$ cat src/rtl/obb_pkg.sv
`timescale 1ns / 1ps
// ----------------------------------------------------------------------------
// obb_pkg
// Shared types, constants and helpers for the oriented box overlap test.
// ----------------------------------------------------------------------------
package obb_pkg;

    localparam int COORD_WIDTH_DEF = 32;

    localparam logic signed [35:0] ONE_Q28 = 36'sd268435456;
    localparam logic signed [32:0] ONE_Q28_OP = 33'sd268435456;

    // quaternion product slots
    localparam int PR_XX = 0;
    localparam int PR_YY = 1;
    localparam int PR_ZZ = 2;
    localparam int PR_XY = 3;
    localparam int PR_XZ = 4;
    localparam int PR_YZ = 5;
    localparam int PR_WX = 6;
    localparam int PR_WY = 7;
    localparam int PR_WZ = 8;

    // quaternion component order w, x, y, z
    localparam logic [1:0] QP_A [9] = '{2'd1, 2'd2, 2'd3, 2'd1, 2'd1, 2'd2, 2'd0, 2'd0, 2'd0};
    localparam logic [1:0] QP_B [9] = '{2'd1, 2'd2, 2'd3, 2'd2, 2'd3, 2'd3, 2'd1, 2'd2, 2'd3};

    typedef enum logic [2:0] {
        ST_IDLE,
        ST_ISSUE,
        ST_DRAIN,
        ST_AXES,
        ST_OUT
    } state_t;

    typedef enum logic [2:0] {
        PH_QUAT,
        PH_DOT,
        PH_PROJ,
        PH_FACE,
        PH_CROSS
    } phase_t;

    typedef struct packed {
        phase_t     phase;
        logic [1:0] u;
        logic [3:0] v;
        logic [1:0] m;
        logic       first;
        logic       last;
        logic       rpart;
    } tag_t;

    function automatic logic [1:0] next3(input logic [1:0] x);
        logic [1:0] r;
        r = (x == 2'd2) ? 2'd0 : x + 2'd1;
        return r;
    endfunction

    function automatic logic signed [32:0] abs33(input logic signed [31:0] x);
        logic signed [32:0] w;
        w = 33'(x);
        return w[32] ? -w : w;
    endfunction

    // round halves away from zero to q2.14, saturate to +-16384
    function automatic logic signed [15:0] rnd_sat14(input logic signed [35:0] v);
        logic [35:0] mag;
        logic [21:0] r;
        logic [15:0] rs;
        mag = v[35] ? 36'(-v) : 36'(v);
        r   = 22'((mag + 36'd8192) >> 14);
        if (r > 22'd16384)
        begin
            r = 22'd16384;
        end
        rs = r[15:0];
        return v[35] ? $signed(-rs) : $signed(rs);
    endfunction

endpackage

$ cat src/rtl/obb_mac.sv
`timescale 1ns / 1ps
// ----------------------------------------------------------------------------
// obb_mac
// Shared multiply-accumulate unit: operand register, 32x32 multiply, then a
// signed shifted accumulate. Carries a tag with every operation.
// ----------------------------------------------------------------------------
module obb_mac #(
    parameter int ACC_W = 84
) (
    input  logic                    clk,
    input  logic                    rst_n,
    input  logic                    issue_v,
    input  logic [31:0]             ma,
    input  logic [31:0]             mb,
    input  logic                    neg,
    input  obb_pkg::tag_t           tag,
    output logic                    fin_v,
    output logic signed [ACC_W-1:0] acc,
    output obb_pkg::tag_t           fin_tag,
    output logic                    busy
);
    import obb_pkg::*;

    logic        s1_v_reg, s2_v_reg, s3_v_reg;
    logic [31:0] s1_a_reg, s1_b_reg;
    logic        s1_neg_reg, s2_neg_reg;
    tag_t        s1_tag_reg, s2_tag_reg, s3_tag_reg;
    logic [63:0] s2_p_reg;
    logic signed [ACC_W-1:0] acc_reg, acc_next;
    logic [ACC_W-1:0] term;

    always_comb
    begin
        term     = ACC_W'(s2_p_reg) << {s2_tag_reg.m, 5'b0};
        acc_next = (s2_tag_reg.first ? '0 : acc_reg)
                 + (s2_neg_reg ? $signed(-term) : $signed(term));
    end

    always_ff @(posedge clk or negedge rst_n)
    begin
        if (!rst_n)
        begin
            s1_v_reg <= 1'b0;
            s2_v_reg <= 1'b0;
            s3_v_reg <= 1'b0;
        end
        else
        begin
            s1_v_reg <= issue_v;
            s2_v_reg <= s1_v_reg;
            s3_v_reg <= s2_v_reg;
        end
    end

    always_ff @(posedge clk)
    begin
        s1_a_reg   <= ma;
        s1_b_reg   <= mb;
        s1_neg_reg <= neg;
        s1_tag_reg <= tag;
        s2_p_reg   <= s1_a_reg * s1_b_reg;
        s2_neg_reg <= s1_neg_reg;
        s2_tag_reg <= s1_tag_reg;
        if (s2_v_reg)
        begin
            acc_reg <= acc_next;
        end
        s3_tag_reg <= s2_tag_reg;
    end

    assign fin_v   = s3_v_reg && s3_tag_reg.last;
    assign acc     = acc_reg;
    assign fin_tag = s3_tag_reg;
    assign busy    = s1_v_reg || s2_v_reg || s3_v_reg;

endmodule

$ cat config.mk
export PLATFORM = sky130hd
export DESIGN_NAME = obb_mac
export DESIGN_NICKNAME = d
export VERILOG_FILES = /design/src/rtl/obb_pkg.sv /design/src/rtl/obb_mac.sv
export SDC_FILE = /design/constraint.sdc
export NUM_CORES = 2
export LEC_CHECK = 0
export BUFFER_PORTS_ARGS = -buffer_cell sky130_fd_sc_hd__buf_4
export CAP_MARGIN = 10
export CORE_AREA = 2 2 443 445
export DETAILED_ROUTE_END_ITERATION = 8
export DIE_AREA = 0 0 445 447
export GPL_ROUTABILITY_DRIVEN = 0
export GPL_TIMING_DRIVEN = 0
export PLACE_DENSITY_LB_ADDON = 0.1
export SLEW_MARGIN = 20
export SYNTH_ARGS = -nofsm -noshare
export SYNTH_HDL_FRONTEND = slang
export SYNTH_SLANG_ARGS = --single-unit
$ cat constraint.sdc
create_clock -name clk -period 6.8 [get_ports clk]
set_clock_uncertainty 0.2 [all_clocks]
set_input_delay 2.04 -clock clk [delete_from_list [all_inputs] [get_ports clk]]
set_output_delay 2.04 -clock clk [all_outputs]
set_load 0.005 [all_outputs]
### After elaboration in Yosys (flattened, before gate mapping)

Index checks and enable logic that the tools add are counted.

| operators by class | value |
|---|---|
| add/subtract/negate cells | 2 |
| multipliers | 1 |
| shifts and indexed selects | 1 |
| mux-type cells | 2 |
| reductions and logical operators | 3 |

Operators by type and width:

| kind | number |
|---|---|
| $mux 84 | 2 |
| $add 84x84->84 | 1 |
| $neg 84->84 | 1 |
| $shl 64x7->84 | 1 |
| $mul 32x32->64 | 1 |
| $logic_or 1x1->1 | 2 |
| $logic_and 1x1->1 | 1 |

| storage, ports and cells | value |
|---|---|
| bits in registers | 259 |
| input bits | 82 |
| output and inout port bits | 100 |
| word-level logic and storage cells | 39 |

### Longest topological paths before layout

| depth | value |
|---|---|
| depth in word-level cells | 4 |
| gate-level depth with buffers | 30 |
| mapped depth without buffers | 28 |

### Least setup slack after synthesis

No wires, ideal clock.

| timing path | value |
|---|---|
| path kind | register -> register |
| start | register s1_b_reg[7] |
| end | register s2_p_reg[54] |
| library setup time | 72 ps |
| arrival | 7170 ps |
| data required time | 6528 ps |
| setup slack | -642 ps |
| cell stages (with the launch flop) | 28 |
| path buffers | 2 |
| period minus slack after synthesis | 7442 ps |
| cells stage by stage | dfxtp_1 clkbuf_1 and2_1 fa_1 fa_1 fa_1 inv_1 fa_1 inv_1 fa_1 inv_1 fa_1 inv_1 fa_1 inv_1 fa_1 inv_1 ha_1 clkbuf_1 inv_1 nor3_1 nand2b_1 a2111oi_0 o211ai_1 a2111o_1 nand4_1 and2_1 xor2_1 |

| between the ends | value |
|---|---|
| word-level cells in the longest chain between the ends | 1 |

RTL lines:

| what | RTL line | RTL |
|---|---|---|
| start, declared | obb_mac.sv:25 | `logic [31:0] s1_a_reg, s1_b_reg;` |
| start signal, assigned | obb_mac.sv:58 | `s1_b_reg <= mb;` |
| $mul 32x32->64 | obb_mac.sv:61 | `s2_p_reg <= s1_a_reg * s1_b_reg;` |
| end signal, assigned | obb_mac.sv:61 |  |
| end, declared | obb_mac.sv:28 | `logic [63:0] s2_p_reg;` |

No other way between the ends.
A chain may end at the register's enable or synchronous reset.

### Worst setup path in the final report

| timing path | value |
|---|---|
| start | register s1_a_reg[10] |
| end | register s2_p_reg[50] |

| between the ends | value |
|---|---|
| word-level cells in the longest chain between the ends | 1 |

RTL lines:

| what | RTL line | RTL |
|---|---|---|
| start, declared | obb_mac.sv:25 |  |
| start signal, assigned | obb_mac.sv:57 | `s1_a_reg <= ma;` |
| $mul 32x32->64 | obb_mac.sv:61 |  |

No other way between the ends.

==> qor.log <==
[drt] highest metal layer with signal wires met5
[critical_path] slowest library cell on the worst path sky130_fd_sc_hd__fa_2
[layout] flip-flop count of the largest register, all copies and words added 84
[drt] detail-routed via count per cell 4.70
[critical_path] highest cell delay on the worst timing path 0.58 ns
[cts] clock tree from TritonCTS done
[global_route] vias in the first global route 41000
[drt] initial drt markers 2553
[drt] number of search-and-repair iterations in the first detailed-routing pass 5
[place] HPWL after DPL 174000 µm
[drt] DRT met1 WL 97800 µm
[global_route] number of antenna violations at the first check in global routing 26
[floorplanning] DIE HEIGHT 447 µm
[global_route] global-route congestion overflow total 0
[critical_path] critical path data arrival time 8.23 ns
[global_route] pin count of the biggest net entering global routing 51
[sta] unrepaired setup endpoints after global routing yes
[layout] final-stage net count 6998
[critical_path] category of the critical setup timing path flip-flop to flip-flop
[drt] routed wire length 214000 µm
[synth] average footprint of a synthesized cell 8.99 µm²
[floorplanning] Die ar. 199000 µm²
[synth] main flop type after synthesis sky130_fd_sc_hd__dfxtp_1
[layout] share of post-route cells with drive strength above 1 14.8%
[critical_path] highest net fanout along the worst path 10
[drt] per-cell routed wire length 25.9 µm
[cts] CTS clk-pin slew, worst paths 0.06 ns
[floorplanning] Row Count 162
[sta] worst slew slack as a fraction of its limit 40.9%
[global_route] global-route wire length before repair 306000 µm
[synth] fraction of registers with async set or reset after synthesis 1.16%
[sta] Worst Setup Slack, final -1.07 ns
[floorplanning] core area 194000 µm²
[critical_path] most common cell type on the critical path sky130_fd_sc_hd__fa_1
[critical_path] data required time of the critical path 7.16 ns
[drt] met3 layer wire length in the routed design 11800 µm
[drt] routed length on met2 96700 µm
[critical_path] cell class contributing the biggest share of worst-path delay adder cells
[layout] final cell utilization of the core 29.9%
[sta] Min Hold Slack 0.113 ns
[cts] total number of H-tree levels 2
[sta] actual slew at the worst max-slew pin 0.887 ns
[sta] setup TNS -26.64 ns
[synth] distinct cell type count after synthesis 85
[cts] Clock Root Buffer sky130_fd_sc_hd__clkbuf_16
[place] count of buffers inserted at the top-level ports 181
[critical_path] critical path capture point type flip-flop
[sta] final number of max-transition violations 0
[synth] net count after synthesis 6699
[layout] area grow syn2layout 20.3%
[synth] number of synthesized register bits 259
[synth] sequential fraction of the synthesis area 12.5%
[critical_path] CP startpoint kind flip-flop
[place] cell area after placement 53200 µm²
[drt] ANT nets after route 0
[run] number of maximum-capacitance constraint violations 0
[sta] Final Cycle Share 116%
[sta] number of hold-slack violations in the final timing report 0
[run_status] failing checks negative setup slack
[min_path] class of the most critical hold timing path flip-flop to flip-flop
[drt] vias post-DR 38800
[cts] Clock Latency Late Sink 0.68 ns
[sta] post-layout min period 7.87 ns
[synth] number of synthesized flops with an enable pin 84
[cts] count of clock tree sinks 259
[sta] maximum achievable frequency 0.127 GHz
[cts] buffer depth of the longest clock path 3
[critical_path] Worst Path Buf+Inv 8
[floorplanning] Starting Density 24.9%
[sta] final setup violation count 41
[synth] Yosys Warn Count 0
[floorplanning] I/O pin count 182
[synth] combined area of all synthesized cells 48300 µm²
[drt] DR DRC count 0
[run_status] run status complete, but fails checks
[synth] Syn Inst Count 5373
[cts] TritonCTS buffer count 38
[floorplanning] die extent in x 445 µm
[layout] Finished Cell Area 58100 µm²
[global_route] total track usage 21.6%
[cell families (layout without fill, tap and decap cells)]
group / Yosys count / in the layout / synth area share, %
AO/OA/AOI/OAI: 675 / 675 / 9.07
XOR/XNOR: 202 / 202 / 3.66
adder cells (fa/ha/maj): 1244 / 1244 / 46.1
buffers and inverters: 1210 / 1537 / 9.47
flip-flops: 259 / 259 / 12.5
multiplexers: 38 / 38 / 0.790
other: 0 / 14 / 0
AND/OR/NAND/NOR: 1745 / 1745 / 18.4
[metrics by stage]
step / worst slack, ns / instances
2_1_floorplan: -0.257 / 5373
5_1_grt: -1.25 / 8244
3_5_place_dp: -2.24 / 8097
3_3_place_gp: -2.64 / 8096
6_report: -1.07 / 8256
4_1_cts: -1.03 / 8226
[what timing repair did]
item	4_1_cts	5_1_grt
gates cloned	1	0
buffers inserted	69	24
hold buffers	0	0
gates resized for setup	672	156
endpoints found under the setup margin	92	67
pin swaps	98	72
[cell usage after synthesis, drive strengths merged (31+ instances only)]
cell type | number | area, µm²
a211oi | 37 | 278
a21o | 113 | 848
a21oi | 197 | 986
and2 | 594 | 3720
clkbuf | 293 | 1100
dfxtp | 172 | 3440
edfxtp | 84 | 2520
fa | 897 | 18000
ha | 347 | 4340
inv | 895 | 3360
mux2i | 37 | 370
nand2 | 619 | 2330
nand3 | 44 | 220
nand4 | 45 | 282
nor2 | 185 | 697
nor2b | 101 | 632
nor3 | 58 | 310
o21ai | 132 | 664
o21bai | 31 | 233
xnor2 | 123 | 1080
xor2 | 79 | 692
[worst register-to-register path: cells and delay by family, from the launching register on]
kind            cells  cell delay [ns]
compound gates      4             1.10
xor+xnor            1             0.14
buf+inv             8             0.88
flops               1             0.37
simple gates        4             0.57
fa+ha+maj           9             4.56
[metal layers]
metal  vias to the layer above  global-route usage, %
li1                      17400                      -
met1                     20000                   29.9
met2                      1237                   34.7
met5                         -                      0
met3                       266                   3.07
met4                         2                   6.50
[area by class of cell]
type	count	area [µm²]
clock buffers	49	1070
fillers	20800	136000
plain buffers	300	2990
diodes	14	35.0
inverters	896	3370
multi-input cells	3904	39000
well taps	2542	3180
flip-flops and latches	259	6170
repair buffers	273	2210
clock inverters	19	161
[cell usage in the layout (no fill, tap or decap), types with 20 or more instances in the layout]
| cell | n |
|---|---|
| sky130_fd_sc_hd__clkbuf_4 | 42 |
| sky130_fd_sc_hd__xor2_1 | 74 |
| sky130_fd_sc_hd__clkbuf_16 | 75 |
| sky130_fd_sc_hd__clkbuf_2 | 20 |
| sky130_fd_sc_hd__edfxtp_1 | 84 |
| sky130_fd_sc_hd__buf_4 | 262 |
| sky130_fd_sc_hd__xnor2_1 | 114 |
| sky130_fd_sc_hd__clkbuf_8 | 67 |
| sky130_fd_sc_hd__buf_6 | 23 |
| sky130_fd_sc_hd__a211oi_1 | 28 |
| sky130_fd_sc_hd__ha_1 | 321 |
| sky130_fd_sc_hd__inv_1 | 883 |
| sky130_fd_sc_hd__a21o_1 | 113 |
| sky130_fd_sc_hd__fa_1 | 853 |
| sky130_fd_sc_hd__nand4_1 | 45 |
| sky130_fd_sc_hd__o21ai_0 | 105 |
| sky130_fd_sc_hd__nor2_1 | 174 |
| sky130_fd_sc_hd__o21bai_1 | 28 |
| sky130_fd_sc_hd__nand3_1 | 40 |
| sky130_fd_sc_hd__and2_1 | 577 |
| sky130_fd_sc_hd__nor3_1 | 52 |
| sky130_fd_sc_hd__clkbuf_1 | 92 |
| sky130_fd_sc_hd__dfxtp_1 | 122 |
| sky130_fd_sc_hd__nand2_1 | 615 |
| sky130_fd_sc_hd__dfxtp_2 | 23 |
| sky130_fd_sc_hd__fa_2 | 44 |
| sky130_fd_sc_hd__dfxtp_4 | 27 |
| sky130_fd_sc_hd__mux2i_1 | 37 |
| sky130_fd_sc_hd__a21oi_1 | 176 |
| sky130_fd_sc_hd__nor2b_1 | 100 |
[final timing paths]
path,start,to,slack (ns),cells after the start
worst min-delay path,s1_tag_reg[0]$_DFF_P_,s2_tag_reg[0]$_DFF_P_,0.11,0
worst min register to register,s1_tag_reg[0]$_DFF_P_,s2_tag_reg[0]$_DFF_P_,0.11,0
worst max-delay path,s1_a_reg[10]$_DFF_P_,s2_p_reg[50]$_DFF_P_,-1.07,26
max in group asynchronous,rst_n,s2_v_reg$_DFF_PN0_,5.32,1
worst max register to register,s1_a_reg[10]$_DFF_P_,s2_p_reg[50]$_DFF_P_,-1.07,26
min in group asynchronous,rst_n,s2_v_reg$_DFF_PN0_,0.97,1
Power is left out: the tool's default activity adds up to more than one toggle a clock period on the data nets, which glitch-free logic cannot reach.
